[config.mk]
export PLATFORM = sky130hd
export DESIGN_NAME = b64e_queue
export DESIGN_NICKNAME = d
export VERILOG_FILES = /design/src/rtl/b64e_pkg.sv /design/src/rtl/b64e_queue.sv
export SDC_FILE = /design/constraint.sdc
export NUM_CORES = 1
export LEC_CHECK = 0
export BUFFER_PORTS_ARGS = -buffer_cell sky130_fd_sc_hd__clkbuf_2
export CORE_ASPECT_RATIO = 0.5
export CORE_MARGIN = 8
export CORE_UTILIZATION = 40
export CTS_BUF_LIST = sky130_fd_sc_hd__clkbuf_4
export DETAILED_ROUTE_END_ITERATION = 12
export PLACE_DENSITY = 0.66
export SLEW_MARGIN = 40
export SYNTH_ARGS = -nofsm -noshare
export SYNTH_HDL_FRONTEND = slang
export SYNTH_SLANG_ARGS = --single-unit
export TNS_END_PERCENT = 10
[constraint.sdc]
create_clock -name clk -period 2.29 [get_ports clk]
set_input_delay 0.1145 -clock clk [delete_from_list [all_inputs] [get_ports clk]]
set_output_delay 0.1145 -clock clk [all_outputs]
set_load 0.01 [all_outputs]
[src/rtl/b64e_pkg.sv]
// Shared types, constants and the symbol lookup for the base64 stream encoder.
// No dependencies; every other file in rtl/ but b64e_chan_if refers to it by scoped names.
`default_nettype none

package b64e_pkg;

  localparam int unsigned QUEUE_DEPTH_DEF = 2;
  localparam int unsigned GROUP_CHARS     = 4;

  localparam logic [7:0] PAD_CHAR   = 8'h3D;
  localparam logic [7:0] ASCII_UC_A = 8'h41;
  localparam logic [7:0] ASCII_LC_A = 8'h61;
  localparam logic [7:0] ASCII_ZERO = 8'h30;
  localparam logic [7:0] ASCII_PLUS = 8'h2B;
  localparam logic [7:0] ASCII_SLSH = 8'h2F;

  localparam logic [1:0] CNT_EMPTY = 2'd0;
  localparam logic [1:0] CNT_ONE   = 2'd1;
  localparam logic [1:0] CNT_TWO   = 2'd2;

  typedef struct packed {
    logic [7:0] data_byte;
    logic       end_of_message;
  } in_item_t;

  typedef struct packed {
    logic [7:0] out_char;
    logic       last_char;
  } out_item_t;

  // One encoded group of four characters; last marks the fourth as final.
  typedef struct packed {
    logic [GROUP_CHARS-1:0][7:0] chars;
    logic                        last;
  } group_t;

  typedef struct packed {
    logic   valid;
    group_t group;
  } push_t;

  typedef struct packed {
    logic   valid;
    group_t group;
  } head_t;

  function automatic logic [7:0] sym(input logic [5:0] sextet);
    logic [7:0] s;
    s = {2'b00, sextet};
    if (sextet inside {[6'd0:6'd25]}) begin
      return ASCII_UC_A + s;
    end else if (sextet inside {[6'd26:6'd51]}) begin
      return ASCII_LC_A + s - 8'd26;
    end else if (sextet inside {[6'd52:6'd61]}) begin
      return ASCII_ZERO + s - 8'd52;
    end else if (sextet == 6'd62) begin
      return ASCII_PLUS;
    end else begin
      return ASCII_SLSH;
    end
  endfunction

endpackage

`default_nettype wire

[src/rtl/b64e_queue.sv]
// Short group queue between the front and back ends of the encoder.
// Depends on b64e_pkg for the group types.
`default_nettype none

module b64e_queue #(
  parameter int unsigned DEPTH = b64e_pkg::QUEUE_DEPTH_DEF
) (
  input  wire logic            clk,
  input  wire logic            rst_n,
  input  wire b64e_pkg::push_t push,
  input  wire logic            pop,
  output logic                 full,
  output b64e_pkg::head_t      head
);

  localparam int unsigned PW = (DEPTH > 1) ? $clog2(DEPTH) : 1;
  localparam int unsigned CW = $clog2(DEPTH + 1);
  localparam logic [PW-1:0] LAST_PTR = PW'(DEPTH - 1);
  localparam logic [CW-1:0] FULL_CNT = CW'(DEPTH);

  b64e_pkg::group_t mem_r [DEPTH];
  logic [PW-1:0] wr_ptr_r, wr_ptr_nxt;
  logic [PW-1:0] rd_ptr_r, rd_ptr_nxt;
  logic [CW-1:0] cnt_r, cnt_nxt;
  logic          do_push, do_pop;

  assign full       = (cnt_r == FULL_CNT);
  assign head.valid = (cnt_r != '0);
  assign head.group = mem_r[rd_ptr_r];
  assign do_push    = push.valid && !full;
  assign do_pop     = pop && head.valid;

  always_comb begin
    wr_ptr_nxt = wr_ptr_r;
    rd_ptr_nxt = rd_ptr_r;
    cnt_nxt    = cnt_r;
    if (do_push) begin
      wr_ptr_nxt = (wr_ptr_r == LAST_PTR) ? '0 : wr_ptr_r + PW'(1);
    end
    if (do_pop) begin
      rd_ptr_nxt = (rd_ptr_r == LAST_PTR) ? '0 : rd_ptr_r + PW'(1);
    end
    if (do_push && !do_pop) begin
      cnt_nxt = cnt_r + CW'(1);
    end else if (do_pop && !do_push) begin
      cnt_nxt = cnt_r - CW'(1);
    end
  end

  always_ff @(posedge clk) begin
    if (!rst_n) begin
      wr_ptr_r <= '0;
      rd_ptr_r <= '0;
      cnt_r    <= '0;
    end else begin
      wr_ptr_r <= wr_ptr_nxt;
      rd_ptr_r <= rd_ptr_nxt;
      cnt_r    <= cnt_nxt;
    end
  end

  always_ff @(posedge clk) begin
    if (do_push) begin
      mem_r[wr_ptr_r] <= push.group;
    end
  end

endmodule

`default_nettype wire

# Word level (Yosys, flattened, before mapping)
# Memories as Yosys holds them, arrays and structs flattened. A register that Yosys moved wholly into a read port is not among the register bits.
# Index checks and enable logic that the tools add are counted.
dict set report word_totals {
  ff_bits 4
  ram_bits 66
  output_inout_bits 35
  in_bits 37
  wordCells 26
  mem_count 1
}
dict set report op_classes {
  eq_ne 1
  muxes 8
  n_reduce_logical 9
  addsub 4
}
# name depth word_bits read_ports rd_ports_with_merged_regs wr line
set mem_list {}
lappend mem_list {mem_r 2 33 1 1 1 b64e_queue.sv:21} ;# b64e_pkg::group_t mem_r [DEPTH];
# op count
set ops {}
lappend ops {{1-bit 2-to-1 mux} 6}
lappend ops {{1-bit logical AND} 4}
lappend ops {{2-bit 2-to-1 mux} 2}
lappend ops {{2-bit nonzero test} 2}
lappend ops {{1-bit logical NOT} 3}
lappend ops {{1-bit adder (second input constant)} 2}
lappend ops {{2-bit by 1-bit adder with 2-bit output (second input constant)} 1}
lappend ops {{2-bit == test (second input constant)} 1}
lappend ops {{2-bit by 1-bit subtractor with 2-bit output (second input constant)} 1}

# Longest topological paths before layout
# Gate-level depths: netlist of run 1.
dict set report logic_depth {
  word_depth 7
  depth_mapped 7
  depth_no_buf 7
}

# Least setup slack after synthesis of run 1
# No wires, ideal clock.
dict set report synth_timing {
  path_type {register to register}
  from {reg cnt_r[0]}
  to {mem mem_r[0][0] (netlist bit) (enable)}
  setup_time_ns 0.419
  path_slack_ns -0.052
  path_buffers 0
  t_arrival_ns 1.923
  required_time_ns 1.871
  stages_incl_launch_ff 4
  period_less_slack_ns 2.342
  cell_sequence {dfxtp_1 > nand2b_1 > inv_2 > nor3_2}
}
dict set report synth_via {
  elab_chain_len 5
}
# item line
set synth_lines {}
lappend synth_lines {{from (decl)} b64e_queue.sv:24} ;# logic [CW-1:0] cnt_r, cnt_nxt;
lappend synth_lines {{from (signal assigned)} b64e_queue.sv:58} ;# cnt_r <= cnt_nxt;
lappend synth_lines {{2-bit == test} b64e_queue.sv:27} ;# assign full = (cnt_r == FULL_CNT);
lappend synth_lines {{named net full} b64e_queue.sv:12} ;# output logic full,
lappend synth_lines {{1-bit logical NOT} b64e_queue.sv:30} ;# assign do_push = push.valid && !full;
lappend synth_lines {{1-bit logical AND} b64e_queue.sv:30}
lappend synth_lines {{1-bit 2-to-1 mux} b64e_queue.sv:63} ;# if (do_push) begin
lappend synth_lines {{1-bit 2-to-1 mux (not written as such)} b64e_queue.sv:64} ;# mem_r[wr_ptr_r] <= push.group;
lappend synth_lines {{to (decl)} b64e_queue.sv:21}
# The timed path passes the listed nets, and every way through them passes these cells.

==> run_results.csv, run 1 <==
group,metric,value,unit
status,status,"finished, final reports clean",
synth,yosysTopAreaCell,"edfxtp_1",
layout,diodes,0,
timing,drv_slew,0,
critical_path,start_kind,"flop",
pwr,clkPwrFrac,21.6,%
cts,cts_hold_buf,34,
cts,cts.sink_count,71,
synth,synth_warnings,0,
floorplan,rows,20,
routing,ant_nets,0,
routing,drcViolationCount,0,
synth,synth.area.top_cells,"edfxtp_1 76%, mux2_2 14%, dfxtp_1 3.8%, buf_2 0.77%, and2_1 0.72%",
synth,synth_cell_types,21,
placed_design,place_congestion,0.726,
global_route,overflow,0,
cts,cts_tree,"yes",
critical_path,crit_fanout,20,
global_route,antenna_found_initial,0,
timing,fin_crit,1.65,ns
pwr,p_leak,0.00138,uW
synth,synth_edf_count,66,
synth,synth-seq-area-share,79.8,%
timing,fmax,604,MHz
cts,cts_made_buffers,9,
floorplan,start_util,42.2,%
hold_path,hold_class,"in -> reg",
job,maxCapViolations,0,
pwr,p_switching,945,uW
cts,ctsHtreeMaxLevel,3,
timing,post-route-period-util,72.3,%
synth,syn_avg_cell_area,20.4,um2
cts,post_cts_buffers,0,
pwr,intPower,2470,uW
synth,synth_top_cell_area_share,75.9,%
pwr,peakVddDrop,0.528,mV
synth,synthCells,128,
routing,wl,4790,um
critical_path,worstPathRequired,2.18,ns
cts,clk-insertion-delay-late,0.39,ns
placed_design,port_buffers,71,
synth,synth-main-ff-cell,"edfxtp_1",
pwr,seq_power_share,49.4,%
pwr,design_power_total,3410,uW
global_route,grt_pass1_vias,1591,
timing,skew,0.00718,ns
cts,root_buffer,"clkbuf_4",
cts,clock_path_buffers,2,
cts,clk_pin_slew,0.10,ns
routing,wire_per_inst,14.2,um
floorplan,pin_count,72,
synth,synth_common_cells,"66 x edfxtp_1, 33 x mux2_2, 5 x dfxtp_1, 4 x buf_2, 3 x and2_1",
routing,vias,1499,
layout,nFillCells,512,
timing,hold_violations,0,
floorplan,die_area,9520,um2
routing,first_pass_iters,4,
critical_path,crit_arrival,1.54,ns
timing,relSlewSlack,70.0,%
layout,fin_nets,282,
global_route,grt_first_pass_wirelength,7540,um
pwr,switching_share,27.7,%
synth,syn-cell-area,2610,um2
routing,drt_first_iter_violations,92,
cts,ctsResizeCount,0,
critical_path,end_kind,"primary output",
timing,whs,0.0915,ns
routing,vias_per_cell,4.45,
floorplan,die_h,73.1,um
synth,synth.most_common_cell,"edfxtp_1",
pwr,pwr_density_cell,958,nW/um2
synth,ys_async_sr_fraction,0,%
placed_design,place_hpwl,3270,um
floorplan,die_w,130,um
layout,syn2layout_area_growth,36.5,%
timing,tns,0,ns
critical_path,worstSetupPathType,"reg -> out",
global_route,grt_start_max_net_pins,34,
layout,layout-drive-gt1-share,50.6,%
timing,setup_viol,0,
floorplan,core,6180,um2
synth,ys_ff_latch,71,
timing,rsz0062_at_grt,"no",
timing,worst_slew_pin_slew,0.450,ns
synth,synth_nets,166,
pwr,pwr-share-comb,29.0,%
global_route,grt_use_total,10.7,%
stage by stage:
stage	cell area, um2	setup slack, ns	utilization, %	instances
after floorplan	2620	0.452	-	128
after global placement	3090	0.764	50.0	287
after detailed placement	3090	0.712	50.0	287
after CTS	3560	0.571	57.7	337
after global routing	3560	0.522	57.7	337
final	3560	0.635	57.7	337
logic make-up after synthesis:
family          after synthesis  share of synthesized area (%)
flops                        71                           79.8
mux                          33                           14.2
simple gates                  9                           2.21
buf+inv                       6                           1.05
compound gates                5                           1.25
xor+xnor                      3                           1.01
fa+ha+maj                     1                          0.479
state kept, by name, indices dropped and copies added, names as in the netlist, named ones only:
register  flops
rd_ptr_r      1
wr_ptr_r      1
mem_r        66
cnt_r         2
final cells by class:
class | count | area, um2 | share of cell area, %
Clock buffer | 11 | 82.6 | 2.32
Clock inverter | 5 | 48.8 | 1.37
Inverter | 2 | 7.51 | 0.211
Multi-Input combinational cell | 51 | 507 | 14.2
Sequential cell | 71 | 2080 | 58.4
Tap cell | 88 | 110 | 3.09
Timing Repair Buffer | 109 | 726 | 20.4
critical path, stage by stage, from the launching register on:
cell,delay (ns)
dfxtp_1,0.34
buf_4,0.28
mux2_2,0.39
clkbuf_2,0.13
worst paths after layout:
kind / start / end / slack, ns / cells past startpoint
setup / recovery: flop / head[2] / 0.64 / 3
hold reg to reg: cnt_r[1]$_SDFFE_PN0P_ / cnt_r[1]$_SDFFE_PN0P_ / 0.53 / 2
hold / removal: push[33] / wr_ptr_r$_SDFFE_PN0N_ / 0.09 / 3
setup reg to reg: cnt_r[0]$_SDFFE_PN0P_ / cnt_r[1]$_SDFFE_PN0P_ / 0.71 / 6
power groups by stage:
| stage | Sequential, uW | Combinational (uW) | Clock [uW] |
|---|---|---|---|
| global placement | 1710 | 957 | 0 |
| finish | 1690 | 989 | 736 |
| global route | 1710 | 1080 | 811 |
| detailed placement | 1720 | 972 | 0 |
| floorplan | 1700 | 617 | 0 |
| CTS | 1690 | 1020 | 774 |
cells in the final DEF (no fill, tap or decap), drive strengths merged, types with 2 or more instances in the layout:
master       Yosys  final
clkbuf           0     82
edfxtp          66     66
dlygate4sd3      0     34
mux2            33     33
dfxtp            5      5
buf              4      4
clkinv           0      4
and2             3      3
xnor2            2      2
inv              2      2
o21ai            2      2
a21boi           2      2
per-layer routing:
layer / global-route usage (%) / vias up / routed length (um)
met3: 3.35 / 11 / 189
met4: 6.76 / 0 / 105
met2: 18.5 / 35 / 2510
met5: 0 / - / 0
met1: 11.4 / 719 / 1980
li1: - / 734 / -
No activity file was read; power rests on OpenSTA's default activity.
==> run 2, diff against run 1 <==
clock period = 1.4 ns   (was 2.29 ns; I/O delays follow)
==> run 2 against run 1 <==
Net effect:
- the flow now finishes with violations (setup timing)
- flip-flop and latch count is the same
- via count grew 1.4%
- combinational power grew 110%
- critical path type unchanged
- largest power group unchanged
- highest routed layer unchanged
==> run_results.csv, run 2 (synthesis gave the netlist of run 1 again) <==
group,metric,value,unit
timing,fin_crit,1.51,ns
layout,top_regs,"mem_r x66, cnt_r x2",
pwr,p_switching,1660,uW
timing,relSlewSlack,82.5,%
placed_design,port_buffers,71,
cts,cts_tree,"yes",
floorplan,pin_count,72,
global_route,grt_start_max_net_pins,22,
critical_path,start_kind,"flop",
critical_path,end_kind,"primary output",
critical_path,crit_fanout,12,
cts,root_buffer,"clkbuf_4",
floorplan,die_w,130,um
hold_path,hp-start,"push[33]",
timing,rsz0062_at_grt,"yes",
layout,final_common_cell,"clkbuf_2",
global_route,grt_use_total,12.2,%
floorplan,die_h,73.1,um
critical_path,worstPathRequired,1.33,ns
pwr,pwr-share-comb,35.0,%
global_route,antenna_found_initial,0,
status,status,"finished with violations",
timing,setup_slack,-0.111,ns
routing,drcViolationCount,0,
timing,post-route-period-util,108,%
timing,fmax,662,MHz
global_route,grt_first_pass_wirelength,8450,um
cts,cts_made_buffers,9,
routing,ant_nets,0,
layout,layout_common_cells,"71 x clkbuf_2, 66 x edfxtp_1, 34 x dlygate4sd3_1",
layout,diodes,0,
pwr,p_leak,0.00148,uW
cts,clk_pin_slew,0.09,ns
critical_path,crit_arrival,1.44,ns
floorplan,start_util,42.2,%
global_route,overflow,0,
layout,max_flop_register,"mem_r",
status,violations,"setup timing",
critical_path,cp-endpoint,"head[30]",
routing,vias_per_cell,4.41,
critical_path,rr_worst_depth,6,
pwr,seq_power_share,47.5,%
floorplan,rows,20,
timing,hold_violations,0,
timing,whs,0.0526,ns
layout,syn2layout_area_growth,44.0,%
critical_path,reg2reg_setup_slack,-0.06,ns
cts,clk-insertion-delay-late,0.40,ns
placed_design,dp_cells,294,
timing,drv_slew,0,
placed_design,place_congestion,0.699,
critical_path,r2r_start,"cnt_r[0]$_SDFFE_PN0P_",
placed_design,dpl_cell_area,3220,um2
job,maxCapViolations,0,
cts,cts.sink_count,71,
cts,clock_path_buffers,2,
placed_design,place_hpwl,3480,um
routing,vias,1520,
layout,fin_nets,290,
routing,first_pass_iters,4,
routing,wl,5400,um
floorplan,die_area,9520,um2
global_route,grt_pass1_vias,1728,
layout,layoutNonFillerInstCount,345,
floorplan,core,6180,um2
critical_path,reg2reg_to,"cnt_r[1]$_SDFFE_PN0P_",
pwr,clkPwrFrac,17.5,%
pwr,switching_share,28.2,%
pwr,intPower,4230,uW
cts,post_cts_buffers,0,
hold_path,hold_class,"in -> reg",
layout,largest_reg_flops,66,
timing,tns,-3.03,ns
layout,layout-drive-gt1-share,52.9,%
routing,drt_first_iter_violations,64,
timing,worst_slew_pin_slew,0.262,ns
placed_design,place_ws,-0.0695,ns
timing,setup_viol,34,
pwr,peakVddDrop,0.666,mV
routing,wire_per_inst,15.7,um
cts,ctsHtreeMaxLevel,3,
pwr,pwr_density_cell,1570,nW/um2
timing,skew,0.0120,ns
layout,final_area,3760,um2
critical_path,worstSetupPathType,"reg -> out",
[run 2: cell types whose count changed in the layout (fill, tap and decap cells not counted), sizes merged]
| cell | change |
|---|---|
| buf | +8 |
| clkbuf | +1 |
| bufinv | -1 |
[run 2: cell type report]
| cell class | instances | area, um2 |
|---|---|---|
| multi-input cells | 51 | 567 |
| repair buffers | 117 | 876 |
| well taps | 88 | 110 |
| inverters | 2 | 10.0 |
| flip-flops and latches | 71 | 2090 |
| clock inverters | 4 | 16.3 |
| fillers | 480 | 2420 |
| clock buffers | 12 | 90.1 |
[run 2: worst min-delay path by stage]
stage                             to  cells past startpoint
3_3_place_gp   mem_r[1][6]$_DFFE_PP_                      1
5_1_grt        wr_ptr_r$_SDFFE_PN0N_                      3
4_1_cts        wr_ptr_r$_SDFFE_PN0N_                      3
6_report       wr_ptr_r$_SDFFE_PN0N_                      3
3_5_place_dp   mem_r[0][0]$_DFFE_PP_                      1
2_1_floorplan  mem_r[0][0]$_DFFE_PP_                      0
[run 2: through the flow]
step | util (%) | power [uW]
5_1_grt | 60.8 | 6210
6_report | 60.8 | 5900
3_3_place_gp | 52.1 | 4620
2_1_floorplan | - | 3830
3_5_place_dp | 52.1 | 4660
4_1_cts | 60.8 | 5990
[run 2: worst max-delay path: stages (launching register included)]
cell	delay (ns)
dfxtp_4	0.42
buf_16	0.16
mux2_2	0.34
clkbuf_2	0.13
[run 2: layer usage]
| layer | wire (um) | GRT usage [%] | vias up |
|---|---|---|---|
| met5 | 0 | 0 | - |
| met4 | 86 | 4.97 | 0 |
| met3 | 235 | 4.74 | 9 |
| met2 | 3090 | 23.4 | 31 |
| met1 | 1990 | 11.4 | 733 |
| li1 | - | - | 747 |
[run 2: power groups by stage]
stage	logic, uW	clock network (uW)	registers [uW]
5_1_grt	2230	1160	2830
4_1_cts	2110	1080	2800
6_report	2070	1030	2800
3_5_place_dp	1840	0	2820
3_3_place_gp	1820	0	2800
2_1_floorplan	1030	0	2800
[run 2: timing repair]
item,in CTS,in global routing
gates resized for setup,20,0
gates cloned,1,0
hold endpoints to repair,71,0
hold buffers,34,0
pin swaps,0,1
endpoints found under the setup margin,34,67
