<file path="config.mk">
export PLATFORM = sky130hd
export DESIGN_NAME = b64e_back_flat
export DESIGN_NICKNAME = d
export VERILOG_FILES = /design/src/rtl/b64e_pkg.sv /design/src/rtl/b64e_chan_if.sv /design/src/rtl/b64e_back.sv /design/src/flat_wrapper.sv
export SDC_FILE = /design/constraint.sdc
export NUM_CORES = 1
export LEC_CHECK = 0
export BUFFER_PORTS_ARGS = -buffer_cell sky130_fd_sc_hd__buf_2
export CAP_MARGIN = 10
export CORE_MARGIN = 3
export CORE_UTILIZATION = 38
export CTS_BUF_LIST = sky130_fd_sc_hd__clkbuf_4
export CTS_CLUSTER_DIAMETER = 60
export DETAILED_ROUTE_END_ITERATION = 10
export PLACE_DENSITY = 0.79
export SLEW_MARGIN = 20
export SYNTH_ARGS = -nofsm -noshare
export SYNTH_HDL_FRONTEND = slang
export SYNTH_SLANG_ARGS = --single-unit
export TNS_END_PERCENT = 1
</file>
<file path="constraint.sdc">
create_clock -name clk -period 1.7 [get_ports clk]
set_clock_uncertainty 0.2 [all_clocks]
set_input_delay 0.085 -clock clk [delete_from_list [all_inputs] [get_ports clk]]
set_output_delay 0.085 -clock clk [all_outputs]
set_load 0.01 [all_outputs]
</file>
<file path="src/rtl/b64e_pkg.sv">
// Shared types, constants and the symbol lookup for the base64 stream encoder.
// No dependencies; every other file in rtl/ but b64e_chan_if refers to it by scoped names.
`default_nettype none

package b64e_pkg;

  localparam int unsigned QUEUE_DEPTH_DEF = 2;
  localparam int unsigned GROUP_CHARS     = 4;

  localparam logic [7:0] PAD_CHAR   = 8'h3D;
  localparam logic [7:0] ASCII_UC_A = 8'h41;
  localparam logic [7:0] ASCII_LC_A = 8'h61;
  localparam logic [7:0] ASCII_ZERO = 8'h30;
  localparam logic [7:0] ASCII_PLUS = 8'h2B;
  localparam logic [7:0] ASCII_SLSH = 8'h2F;

  localparam logic [1:0] CNT_EMPTY = 2'd0;
  localparam logic [1:0] CNT_ONE   = 2'd1;
  localparam logic [1:0] CNT_TWO   = 2'd2;

  typedef struct packed {
    logic [7:0] data_byte;
    logic       end_of_message;
  } in_item_t;

  typedef struct packed {
    logic [7:0] out_char;
    logic       last_char;
  } out_item_t;

  // One encoded group of four characters; last marks the fourth as final.
  typedef struct packed {
    logic [GROUP_CHARS-1:0][7:0] chars;
    logic                        last;
  } group_t;

  typedef struct packed {
    logic   valid;
    group_t group;
  } push_t;

  typedef struct packed {
    logic   valid;
    group_t group;
  } head_t;

  function automatic logic [7:0] sym(input logic [5:0] sextet);
    logic [7:0] s;
    s = {2'b00, sextet};
    if (sextet inside {[6'd0:6'd25]}) begin
      return ASCII_UC_A + s;
    end else if (sextet inside {[6'd26:6'd51]}) begin
      return ASCII_LC_A + s - 8'd26;
    end else if (sextet inside {[6'd52:6'd61]}) begin
      return ASCII_ZERO + s - 8'd52;
    end else if (sextet == 6'd62) begin
      return ASCII_PLUS;
    end else begin
      return ASCII_SLSH;
    end
  endfunction

endpackage

`default_nettype wire

</file>
<file path="src/rtl/b64e_chan_if.sv">
// Valid/ready channel interface carrying one payload item per transfer.
// Payload type is a parameter; the encoder uses the item types of b64e_pkg.
`default_nettype none

interface b64e_chan_if #(
  parameter type payload_t = logic [7:0]
) ();
  logic     valid;
  logic     ready;
  payload_t payload;

  modport source (output valid, output payload, input ready);
  modport sink   (input valid, input payload, output ready);
endinterface

`default_nettype wire

</file>
<file path="src/rtl/b64e_back.sv">
// Back end: serialises queued groups into single characters on a registered output.
// Depends on b64e_pkg and b64e_chan_if.
`default_nettype none

module b64e_back (
  input  wire logic            clk,
  input  wire logic            rst_n,
  input  wire b64e_pkg::head_t head,
  output logic                 pop,
  b64e_chan_if.source          out_ch
);

  logic                    out_valid_r, out_valid_nxt;
  b64e_pkg::out_item_t     out_r, out_nxt;
  logic [1:0]              idx_r, idx_nxt;
  logic                    load;

  assign out_ch.valid   = out_valid_r;
  assign out_ch.payload = out_r;

  // With a group queued, a new character enters the output register whenever
  // that register is empty or its current transfer completes in this cycle.
  assign load = head.valid && (!out_valid_r || out_ch.ready);
  assign pop  = load && (idx_r == 2'd3);

  always_comb begin
    out_valid_nxt = out_valid_r;
    out_nxt       = out_r;
    idx_nxt       = idx_r;
    if (load) begin
      out_valid_nxt     = 1'b1;
      out_nxt.out_char  = head.group.chars[idx_r];
      out_nxt.last_char = head.group.last && (idx_r == 2'd3);
      idx_nxt           = idx_r + 2'd1;
    end else if (out_ch.ready) begin
      out_valid_nxt = 1'b0;
    end
  end

  always_ff @(posedge clk) begin
    if (!rst_n) begin
      out_valid_r <= 1'b0;
      idx_r       <= '0;
    end else begin
      out_valid_r <= out_valid_nxt;
      idx_r       <= idx_nxt;
    end
  end

  always_ff @(posedge clk) begin
    out_r <= out_nxt;
  end

endmodule

`default_nettype wire

</file>
<file path="src/flat_wrapper.sv">
// flat-port wrapper written by rule: the top's interface ports become plain ports
module b64e_back_flat 
  (clk, rst_n, head, pop, out_ch_valid, out_ch_payload, out_ch_ready);
  b64e_chan_if out_ch_i ();
  input  wire logic clk;
  input  wire logic rst_n;
  input  wire b64e_pkg::head_t head;
  output logic pop;
  output wire logic [$bits(out_ch_i.valid)-1:0] out_ch_valid;
  output wire logic [$bits(out_ch_i.payload)-1:0] out_ch_payload;
  input wire logic [$bits(out_ch_i.ready)-1:0] out_ch_ready;
  assign out_ch_valid = out_ch_i.valid;
  assign out_ch_payload = out_ch_i.payload;
  assign out_ch_i.ready = out_ch_ready;
  b64e_back u_core (.clk(clk), .rst_n(rst_n), .head(head), .pop(pop), .out_ch(out_ch_i));
endmodule
</file>
# == Word level (Yosys, flattened, before mapping) ==
# Cells that the tools add are included.
# totals
ram_bits,0
mem_count,0
reg_bits,11
latch_bits,0
rom_bits,0
# op_classes
n_mul,0
reduce_logical,6
n_div,0
n_lt_le_gt_ge,1
addsub,1
bitwise,0
n_shift,0
n_mux,4
n_eq_ne,1
# ops
op,count
$bmux W8 S2,1
$mux W7,1
$logic_and A1 B1 Y1,3
$lt A2 B3 Y1 const B,1
$add A2 B1 Y2 const B,1
$eq A2 B2 Y1 const B,1
$mux W1,2
$reduce_bool A2 Y1,1
$logic_not A1 Y1,1
$logic_or A1 B1 Y1,1

# == Longest topological paths before layout ==
# Gate-level depths: netlist of the first run.
# logic_depth
word_depth,4
ltp_mapped,3

# == Least setup slack after synthesis of the first run ==
# No wires, ideal clock.
# synth_timing
path_kind,reg-to-reg
startpoint,register u_core.idx_r[0]
endpoint,"register u_core.out_r, in the netlist u_core.out_ch.payload[1] (data pin)"
n_path_buf,1
period_less_slack_ns,1.428
arrival_time_ns,0.956
t_required_ns,1.228
setup_slack_ns,0.272
path_stages_with_launch,3
path_cell_list,dfxtp_1 -> buf_6 -> mux4_2
# synth_between
elab_chain_len,2
# synth_rtl
item,line,source
from (decl),b64e_back.sv:15,"logic [1:0] idx_r, idx_nxt;"
from (signal assigned),b64e_back.sv:46,idx_r <= idx_nxt;
$bmux W8 S2,b64e_back.sv:32,out_nxt.out_char = head.group.chars[idx_r];
$mux W7 (not written as such),b64e_back.sv:32,
to (signal assigned),b64e_back.sv:51,out_r <= out_nxt;
to (decl),b64e_back.sv:14,"b64e_pkg::out_item_t out_r, out_nxt;"
# No other way between the ends. The select of a mux whose other input is x is not followed.
# A chain may end at the register's enable or synchronous reset.

# == Final worst setup path of the first run ==
# layout_timing
startpoint,input head[33] (netlist bit)
endpoint,output pop
# layout_between
elab_chain_len,2
# layout_rtl
item,line,source
from (decl),flat_wrapper.sv:7,input wire b64e_pkg::head_t head;
$logic_and A1 B1 Y1,b64e_back.sv:23,assign load = head.valid && (!out_valid_r || out_ch.ready);
named net u_core.load,b64e_back.sv:16,logic load;
$logic_and A1 B1 Y1,b64e_back.sv:24,assign pop = load && (idx_r == 2'd3);
to (decl),flat_wrapper.sv:8,output logic pop;
# The timed path passes the listed nets, and every way through them passes these cells.

==> impl_metrics.prom, run 1 <==
# TYPE chip_impl_metric gauge
chip_impl_metric{name="cts.sink_count",unit=""} 11
chip_impl_info{name="synth.most_common_cell",value="edfxtp_1"} 1
chip_impl_metric{name="drive_above_1_share",unit="%"} 66.29
chip_impl_metric{name="vdd.ir_drop.worst",unit="V"} 0.0003475
chip_impl_metric{name="switching_share",unit="%"} 23.51
chip_impl_info{name="category_of_the_worst_setup_path_launch_point",value="input pin"} 1
chip_impl_metric{name="dp.final_hpwl",unit="um"} 1078
chip_impl_metric{name="maxCapViolCount",unit=""} 0
chip_impl_metric{name="route.detailed.vias_per_inst",unit=""} 4.779
chip_impl_metric{name="cts_made_buffers",unit=""} 3
chip_impl_metric{name="worst_pin_slew",unit="ps"} 383.2
chip_impl_info{name="r2r_start",value="u_core.out_ch.valid"} 1
chip_impl_metric{name="power.clock.fraction",unit="%"} 28.5
chip_impl_metric{name="min_period",unit="ps"} 1646
chip_impl_metric{name="mappedNetlistArea",unit="um^2"} 561.8
chip_impl_metric{name="antenna_cells_inserted",unit=""} 0
chip_impl_info{name="holdCritPathClass",value="in -> reg"} 1
chip_impl_info{name="synth_common_cells",value="edfxtp_1, mux4_2, dfxtp_1, nand2_1"} 1
chip_impl_metric{name="synth.avg_cell_area",unit="um^2"} 17.56
chip_impl_metric{name="synth_fa_ha_area_share",unit="%"} 2.227
chip_impl_metric{name="synthToLayoutAreaGrowth",unit="%"} 65.48
chip_impl_metric{name="drt_wl_cell",unit="um"} 13.82
chip_impl_metric{name="grt-ovfl-total",unit=""} 0
chip_impl_info{name="ws_path_type",value="in -> out"} 1
chip_impl_metric{name="synth_seq_cells",unit=""} 11
chip_impl_info{name="hold_path.startpoint",value="head[31]"} 1
chip_impl_metric{name="std_cell_rows",unit=""} 13
chip_impl_info{name="netlist.top_cell.by_area",value="edfxtp_1"} 1
chip_impl_metric{name="internal-power",unit="W"} 0.0005321
chip_impl_metric{name="power.static_leakage",unit="nW"} 0.4272
chip_impl_metric{name="drc",unit=""} 0
chip_impl_metric{name="die_ar",unit="um^2"} 1976
chip_impl_metric{name="worst_ep_required_time",unit="ps"} 1410
chip_impl_metric{name="setup_violations",unit=""} 0
chip_impl_info{name="ys_top_cells_by_area",value="edfxtp_1, mux4_2, dfxtp_1, mux2i_1, and2_1"} 1
chip_impl_info{name="grt_setup_unrepaired",value="false"} 1
chip_impl_metric{name="boundaryPins",unit=""} 47
chip_impl_metric{name="detailedRoute.firstIterationViolations",unit=""} 9
chip_impl_metric{name="synth.mux.area_fraction",unit="%"} 31.63
chip_impl_metric{name="clk_transition_reported_paths",unit="ps"} 70
chip_impl_metric{name="htreeDepth",unit=""} 1
chip_impl_metric{name="reg2reg_setup_slack",unit="ps"} 190
chip_impl_metric{name="critPathArrivalTime",unit="ps"} 1360
chip_impl_metric{name="cts_buffer_depth",unit=""} 2
chip_impl_info{name="cts_tree",value="yes"} 1
chip_impl_metric{name="fmax",unit="MHz"} 607.6
chip_impl_metric{name="seq_area_frac_synth",unit="%"} 53.45
chip_impl_metric{name="whs",unit="ps"} 0.7971
chip_impl_metric{name="timing.critical_path.fanout_max",unit=""} 11
chip_impl_info{name="setup.worst_path.end_class",value="output pin"} 1
chip_impl_metric{name="floorplan.initialDensity",unit="%"} 41.61
chip_impl_metric{name="hold_viol_final",unit=""} 0
chip_impl_info{name="cts.root.buffer_cell",value="clkbuf_4"} 1
chip_impl_metric{name="yosys.area_share.simple",unit="%"} 8.463
chip_impl_metric{name="worstHoldPathCells",unit=""} 2
chip_impl_info{name="synth_top_family_by_area",value="multiplexers"} 1
chip_impl_metric{name="detailroute.via_count",unit=""} 497
chip_impl_metric{name="synth.yosys.warnings",unit=""} 0
chip_impl_metric{name="wirelength",unit="um"} 1437
chip_impl_metric{name="grt_util_all_layers",unit="%"} 16.44
chip_impl_metric{name="pin_count_of_the_biggest_net_entering_global_routing",unit=""} 12
chip_impl_metric{name="power.net_switching",unit="W"} 0.0001635
chip_impl_metric{name="fin_total_pwr",unit="W"} 0.0006956
chip_impl_metric{name="number_of_synthesized_flops_with_an_enable_pin",unit=""} 8
chip_impl_metric{name="buffers_added_on_ports",unit=""} 42
chip_impl_metric{name="place_congestion",unit=""} 0.7296
chip_impl_metric{name="synthesis.nets",unit=""} 70
chip_impl_metric{name="grt_antenna_before_repair",unit=""} 0
chip_impl_metric{name="die-height",unit="um"} 44.45
chip_impl_metric{name="synth_largest_type_area_fraction",unit="%"} 42.76
chip_impl_metric{name="period_utilization",unit="%"} 96.82
chip_impl_metric{name="firstDrtPassIters",unit=""} 4
chip_impl_metric{name="chipWidth",unit="um"} 44.45
chip_impl_metric{name="cellPowerDensity",unit="nW/um^2"} 748.3
chip_impl_metric{name="core",unit="um^2"} 1350
chip_impl_metric{name="combPwrFrac",unit="%"} 24.2
chip_impl_metric{name="grt_pass1_wl",unit="um"} 2194
chip_impl_metric{name="relSlewSlack",unit="%"} 74.42
chip_impl_metric{name="clkLatencyLatePin",unit="ps"} 270
chip_impl_metric{name="synth-compound-area-share",unit="%"} 1.336
chip_impl_metric{name="ff2ff_path_depth",unit=""} 3
chip_impl_metric{name="synth_async_sr_flop_share",unit="%"} 0
chip_impl_metric{name="antenna_violating_nets_post_route",unit=""} 0
chip_impl_info{name="run_status",value="finished clean"} 1
chip_impl_metric{name="netlist_instances",unit=""} 32
chip_impl_metric{name="layout.nets",unit=""} 128
chip_impl_metric{name="vias_in_the_first_global_route",unit=""} 466
chip_impl_metric{name="sequentialPowerShare",unit="%"} 47.4
chip_impl_metric{name="post-cts-setup-buffers",unit=""} 0
chip_impl_metric{name="slew_viol_final",unit=""} 0
chip_impl_info{name="worstHoldEndpoint",value="u_core.out_ch.payload[7]"} 1
chip_impl_info{name="postSynth.topFlopCell",value="edfxtp_1"} 1
chip_impl_metric{name="setup-tns-final",unit="ps"} 0
chip_impl_metric{name="yosys.area_share.xor_xnor",unit="%"} 0
chip_impl_info{name="crit_reg_reg_endpoint",value="u_core.out_ch.valid"} 1
chip_impl_metric{name="distinct_cells_synth",unit=""} 13
==> sequential cells by signal, indices dropped and copies added (netlist names) <==
register	count
u_core.idx_r	2
u_core.out_ch.payload	8
u_core.out_ch.valid	1
==> layout by cell type (no fill, tap or decap) <==
| cell | count |
|---|---|
| and2_1 | 2 |
| buf_2 | 42 |
| buf_4 | 3 |
| clkbuf_4 | 4 |
| dfxtp_1 | 3 |
| dlygate4sd3_1 | 10 |
| edfxtp_1 | 8 |
| ha_1 | 1 |
| mux2i_1 | 2 |
| mux4_2 | 7 |
| nand2_1 | 3 |
| nand2b_2 | 1 |
| nor2b_2 | 2 |
| o21a_1 | 1 |
==> power by group through the flow <==
stage,registers (W),logic (W),clock network [W]
after global placement,0.000334,0.000145,0
final,0.000330,0.000168,0.000198
after CTS,0.000330,0.000163,0.000196
after global routing,0.000333,0.000182,0.000222
after detailed placement,0.000336,0.000150,0
after floorplan,0.000342,0.0000761,0
==> how the worst max path moves through the flow <==
stage                              startpoint                  endpoint  slack [ps]  depth (start not counted)
after global placement        u_core.idx_r[0]  u_core.out_ch.payload[1]         260                          2
after CTS                            head[33]                       pop          50                          6
after floorplan               u_core.idx_r[0]  u_core.out_ch.payload[1]         270                          2
after detailed placement      u_core.idx_r[0]  u_core.out_ch.payload[4]         230                          2
final                                head[33]                       pop          50                          6
after global routing      u_core.out_ch.valid                       pop          10                          5
==> layout make-up <==
type	instances	area, um^2
Multi-Input combinational cell	19	247.7
Sequential cell	11	300.3
Tap cell	15	18.77
Timing Repair Buffer	55	332.8
Fill cell	101	420.4
Clock buffer	4	30.03
==> cell families after synthesis <==
group,count (synthesis)
adder cells (fa/ha/maj),1
AND/OR/NAND/NOR,8
buffers and inverters,2
multiplexers,9
flip-flops,11
AO/OA/AOI/OAI,1
==> critical path: stages <==
cell           delay (ps)
dlygate4sd3_1         540
buf_2                 130
nor2b_2               140
buf_4                 180
and2_1                160
buf_2                 130
==> through the flow <==
| stage | area (um^2) | worst slack (ps) | cells | util, % |
|---|---|---|---|---|
| 5_1_grt | 929.6 | 10.71 | 104 | 68.86 |
| 4_1_cts | 897.1 | 46.12 | 101 | 66.45 |
| 6_report | 929.6 | 54.11 | 104 | 68.86 |
| 3_3_place_gp | 797.0 | 259.9 | 90 | 59.04 |
| 3_5_place_dp | 797.0 | 229.7 | 90 | 59.04 |
| 2_1_floorplan | 561.8 | 272.0 | 32 | - |
==> what timing repair did <==
item                       CTS  global route
hold buffers                 7             3
resized for setup            0             1
hold endpoints to repair     5             2
setup endpoints to repair    0             1
==> routing by layer <==
layer  vias to the layer above  share of wire, %  global-route usage, %
met3                         4               7.6                  5.285
li1                        242                 -                      -
met1                       229                38                  19.06
met4                         0               2.9                  12.65
met2                        22                51                  25.00
met5                         -                 0                      0
No activity file was read; power rests on OpenSTA's default activity.
==> inputs of run 2 (changes only) <==
--- a/config.mk
+++ b/config.mk
@@ -13,6 +13,7 @@
 export CTS_CLUSTER_DIAMETER = 60
 export DETAILED_ROUTE_END_ITERATION = 10
 export PLACE_DENSITY = 0.79
+export REMOVE_ABC_BUFFERS = 1
 export SLEW_MARGIN = 20
 export SYNTH_ARGS = -nofsm -noshare
 export SYNTH_HDL_FRONTEND = slang
==> run 2 against run 1 <==
Compared with the run above:
- register-to-register slack worse by 50 ps
- maximum frequency rose by 1.7%
- die area is the same
- clock power fell by 9%
==> impl_metrics.prom, run 2 (synthesized netlist as in run 1, its figures left out) <==
# TYPE chip_impl_metric gauge
chip_impl_info{name="run_status",value="finished clean"} 1
chip_impl_info{name="cts_tree",value="yes"} 1
chip_impl_metric{name="synthToLayoutAreaGrowth",unit="%"} 58.35
chip_impl_metric{name="dp.final_hpwl",unit="um"} 1099
chip_impl_metric{name="detailroute.via_count",unit=""} 491
chip_impl_metric{name="combPwrFrac",unit="%"} 23.7
chip_impl_metric{name="internal-power",unit="W"} 0.0005067
chip_impl_info{name="grt_setup_unrepaired",value="false"} 1
chip_impl_info{name="holdCritPathClass",value="in -> reg"} 1
chip_impl_metric{name="grt_antenna_before_repair",unit=""} 0
chip_impl_metric{name="grt-ovfl-total",unit=""} 0
chip_impl_metric{name="grt_pass1_wl",unit="um"} 2214
chip_impl_metric{name="pin_count_of_the_biggest_net_entering_global_routing",unit=""} 10
chip_impl_metric{name="floorplan.initialDensity",unit="%"} 41.61
chip_impl_info{name="most_frequent_cells_in_the_layout",value="buf_2, edfxtp_1, mux4_2, dlygate4sd3_1"} 1
chip_impl_metric{name="layout.nets",unit=""} 124
chip_impl_metric{name="grt_util_all_layers",unit="%"} 16.10
chip_impl_metric{name="post-cts-setup-buffers",unit=""} 0
chip_impl_metric{name="power.static_leakage",unit="nW"} 0.4137
chip_impl_metric{name="wirelength",unit="um"} 1442
chip_impl_metric{name="cts.sink_count",unit=""} 11
chip_impl_info{name="ws_path_type",value="reg -> out"} 1
chip_impl_metric{name="chipWidth",unit="um"} 44.45
chip_impl_metric{name="fmax",unit="MHz"} 617.6
chip_impl_metric{name="relSlewSlack",unit="%"} 73.04
chip_impl_metric{name="htreeDepth",unit=""} 1
chip_impl_metric{name="die-height",unit="um"} 44.45
chip_impl_metric{name="fill_cells",unit=""} 95
chip_impl_metric{name="drc",unit=""} 0
chip_impl_metric{name="power.clock.fraction",unit="%"} 26.9
chip_impl_metric{name="met1_usage",unit="%"} 18.80
chip_impl_metric{name="sequentialPowerShare",unit="%"} 49.5
chip_impl_metric{name="vias_in_the_first_global_route",unit=""} 475
chip_impl_metric{name="clkLatencyLatePin",unit="ps"} 270
chip_impl_metric{name="std_cell_rows",unit=""} 13
chip_impl_metric{name="hold_viol_final",unit=""} 0
chip_impl_info{name="category_of_the_worst_setup_path_launch_point",value="register"} 1
chip_impl_metric{name="route.detailed.vias_per_inst",unit=""} 4.910
chip_impl_metric{name="slew_viol_final",unit=""} 0
chip_impl_metric{name="boundaryPins",unit=""} 47
chip_impl_metric{name="register_area",unit="um^2"} 300.3
chip_impl_metric{name="cts_made_buffers",unit=""} 3
chip_impl_metric{name="maxCapViolCount",unit=""} 0
chip_impl_metric{name="die_ar",unit="um^2"} 1976
chip_impl_info{name="layout.cells.most_common",value="buf_2"} 1
chip_impl_metric{name="timing.critical_path.fanout_max",unit=""} 9
chip_impl_metric{name="min_period",unit="ps"} 1619
chip_impl_info{name="cts.root.buffer_cell",value="clkbuf_4"} 1
chip_impl_metric{name="setup-tns-final",unit="ps"} 0
chip_impl_metric{name="period_utilization",unit="%"} 95.24
chip_impl_metric{name="largest_reg_flops",unit=""} 8
chip_impl_metric{name="grtUsageMet3",unit="%"} 4.472
chip_impl_metric{name="cellPowerDensity",unit="nW/um^2"} 753.4
chip_impl_metric{name="drive_above_1_share",unit="%"} 68.24
chip_impl_metric{name="power.net_switching",unit="W"} 0.0001635
chip_impl_metric{name="final_setup_slack_of_the_worst_path",unit="ps"} 80.84
chip_impl_metric{name="core",unit="um^2"} 1350
chip_impl_metric{name="footprint_of_the_multi_input_gates",unit="um^2"} 250.2
chip_impl_metric{name="worst_ep_required_time",unit="ps"} 1410
chip_impl_metric{name="switching_share",unit="%"} 24.39
chip_impl_metric{name="firstDrtPassIters",unit=""} 3
chip_impl_metric{name="cts_buffer_depth",unit=""} 2
chip_impl_metric{name="drt_wl_cell",unit="um"} 14.42
chip_impl_metric{name="antenna_cells_inserted",unit=""} 0
chip_impl_metric{name="vdd.ir_drop.worst",unit="V"} 0.0003947
chip_impl_metric{name="pre_cts_ws",unit="ps"} 145.6
chip_impl_metric{name="place_congestion",unit=""} 0.7970
chip_impl_metric{name="global_route.usage.met2",unit="%"} 26.74
chip_impl_info{name="gr-max-usage-layer",value="met2"} 1
chip_impl_metric{name="worst_pin_slew",unit="ps"} 403.9
chip_impl_metric{name="antenna_violating_nets_post_route",unit=""} 0
chip_impl_metric{name="setup_violations",unit=""} 0
chip_impl_metric{name="critPathArrivalTime",unit="ps"} 1330
chip_impl_metric{name="detailedRoute.firstIterationViolations",unit=""} 7
chip_impl_info{name="setup.worst_path.end_class",value="output pin"} 1
chip_impl_metric{name="buffers_added_on_ports",unit=""} 42
chip_impl_metric{name="clk_transition_reported_paths",unit="ps"} 80
-- run 2: cell types whose count changed in the layout (fill, tap and decap cells not counted) --
cell | previous run | this run
dlygate4sd3_1 | 10 | 6
nor2b_4 | 0 | 1
clkinv_2 | 0 | 1
nor2b_1 | 0 | 1
nor2b_2 | 2 | 0
clkbuf_4 | 4 | 3
-- run 2: repair_timing --
action / in CTS / in global routing
hold endpoints to repair: 4 / 1
hold buffers: 4 / 2
setup endpoints to repair: 0 / 1
resized for setup: 0 / 1
-- run 2: worst max-delay path, stage by stage (launching register included) --
cell,delay (ps)
dfxtp_1,570
ha_1,240
and2_1,130
buf_2,130
-- run 2: power by group through the flow --
stage	clock [W]	combinational [W]	sequential [W]
2_1_floorplan	0	0.0000579	0.000353
3_3_place_gp	0	0.000141	0.000336
3_5_place_dp	0	0.000145	0.000338
4_1_cts	0.000181	0.000153	0.000332
5_1_grt	0.000199	0.000172	0.000334
6_report	0.000180	0.000159	0.000332
-- run 2: layout make-up --
type,count,share of cell area (%)
timing repair buffer,51,32.91
clock inverter,1,0.5626
tap,15,2.110
clock buffer,3,2.532
multi-input combinational,19,28.13
sequential,11,33.76
-- run 2: metrics by stage --
step	power (W)	cells	util [%]	area [um^2]	hold slack [ps]
after floorplan	0.0004110	30	-	545.5	2.767
after global placement	0.0004771	90	59.04	797.0	108.7
after detailed placement	0.0004833	90	59.04	797.0	119.2
after CTS	0.0006657	98	64.04	864.6	1.235
after global routing	0.0007048	100	65.89	889.6	0.01457
final	0.0006702	100	65.89	889.6	5.282
-- run 2: final timing paths --
check | start | to | slack [ps] | depth (start not counted)
worst min register to register | u_core.idx_r[1] | u_core.idx_r[1] | 460 | 2
worst max register to register | u_core.idx_r[0] | u_core.out_ch.payload[2] | 140 | 2
worst min-delay path | head[19] | u_core.out_ch.payload[3] | 5 | 2
worst max-delay path | u_core.idx_r[1] | pop | 80 | 3
-- run 2: layer usage --
metal  up-vias  share of wire, %
met4         0              0.35
met2        15                57
met5         -                 0
met1       239                38
li1        235                 -
met3         2               4.2
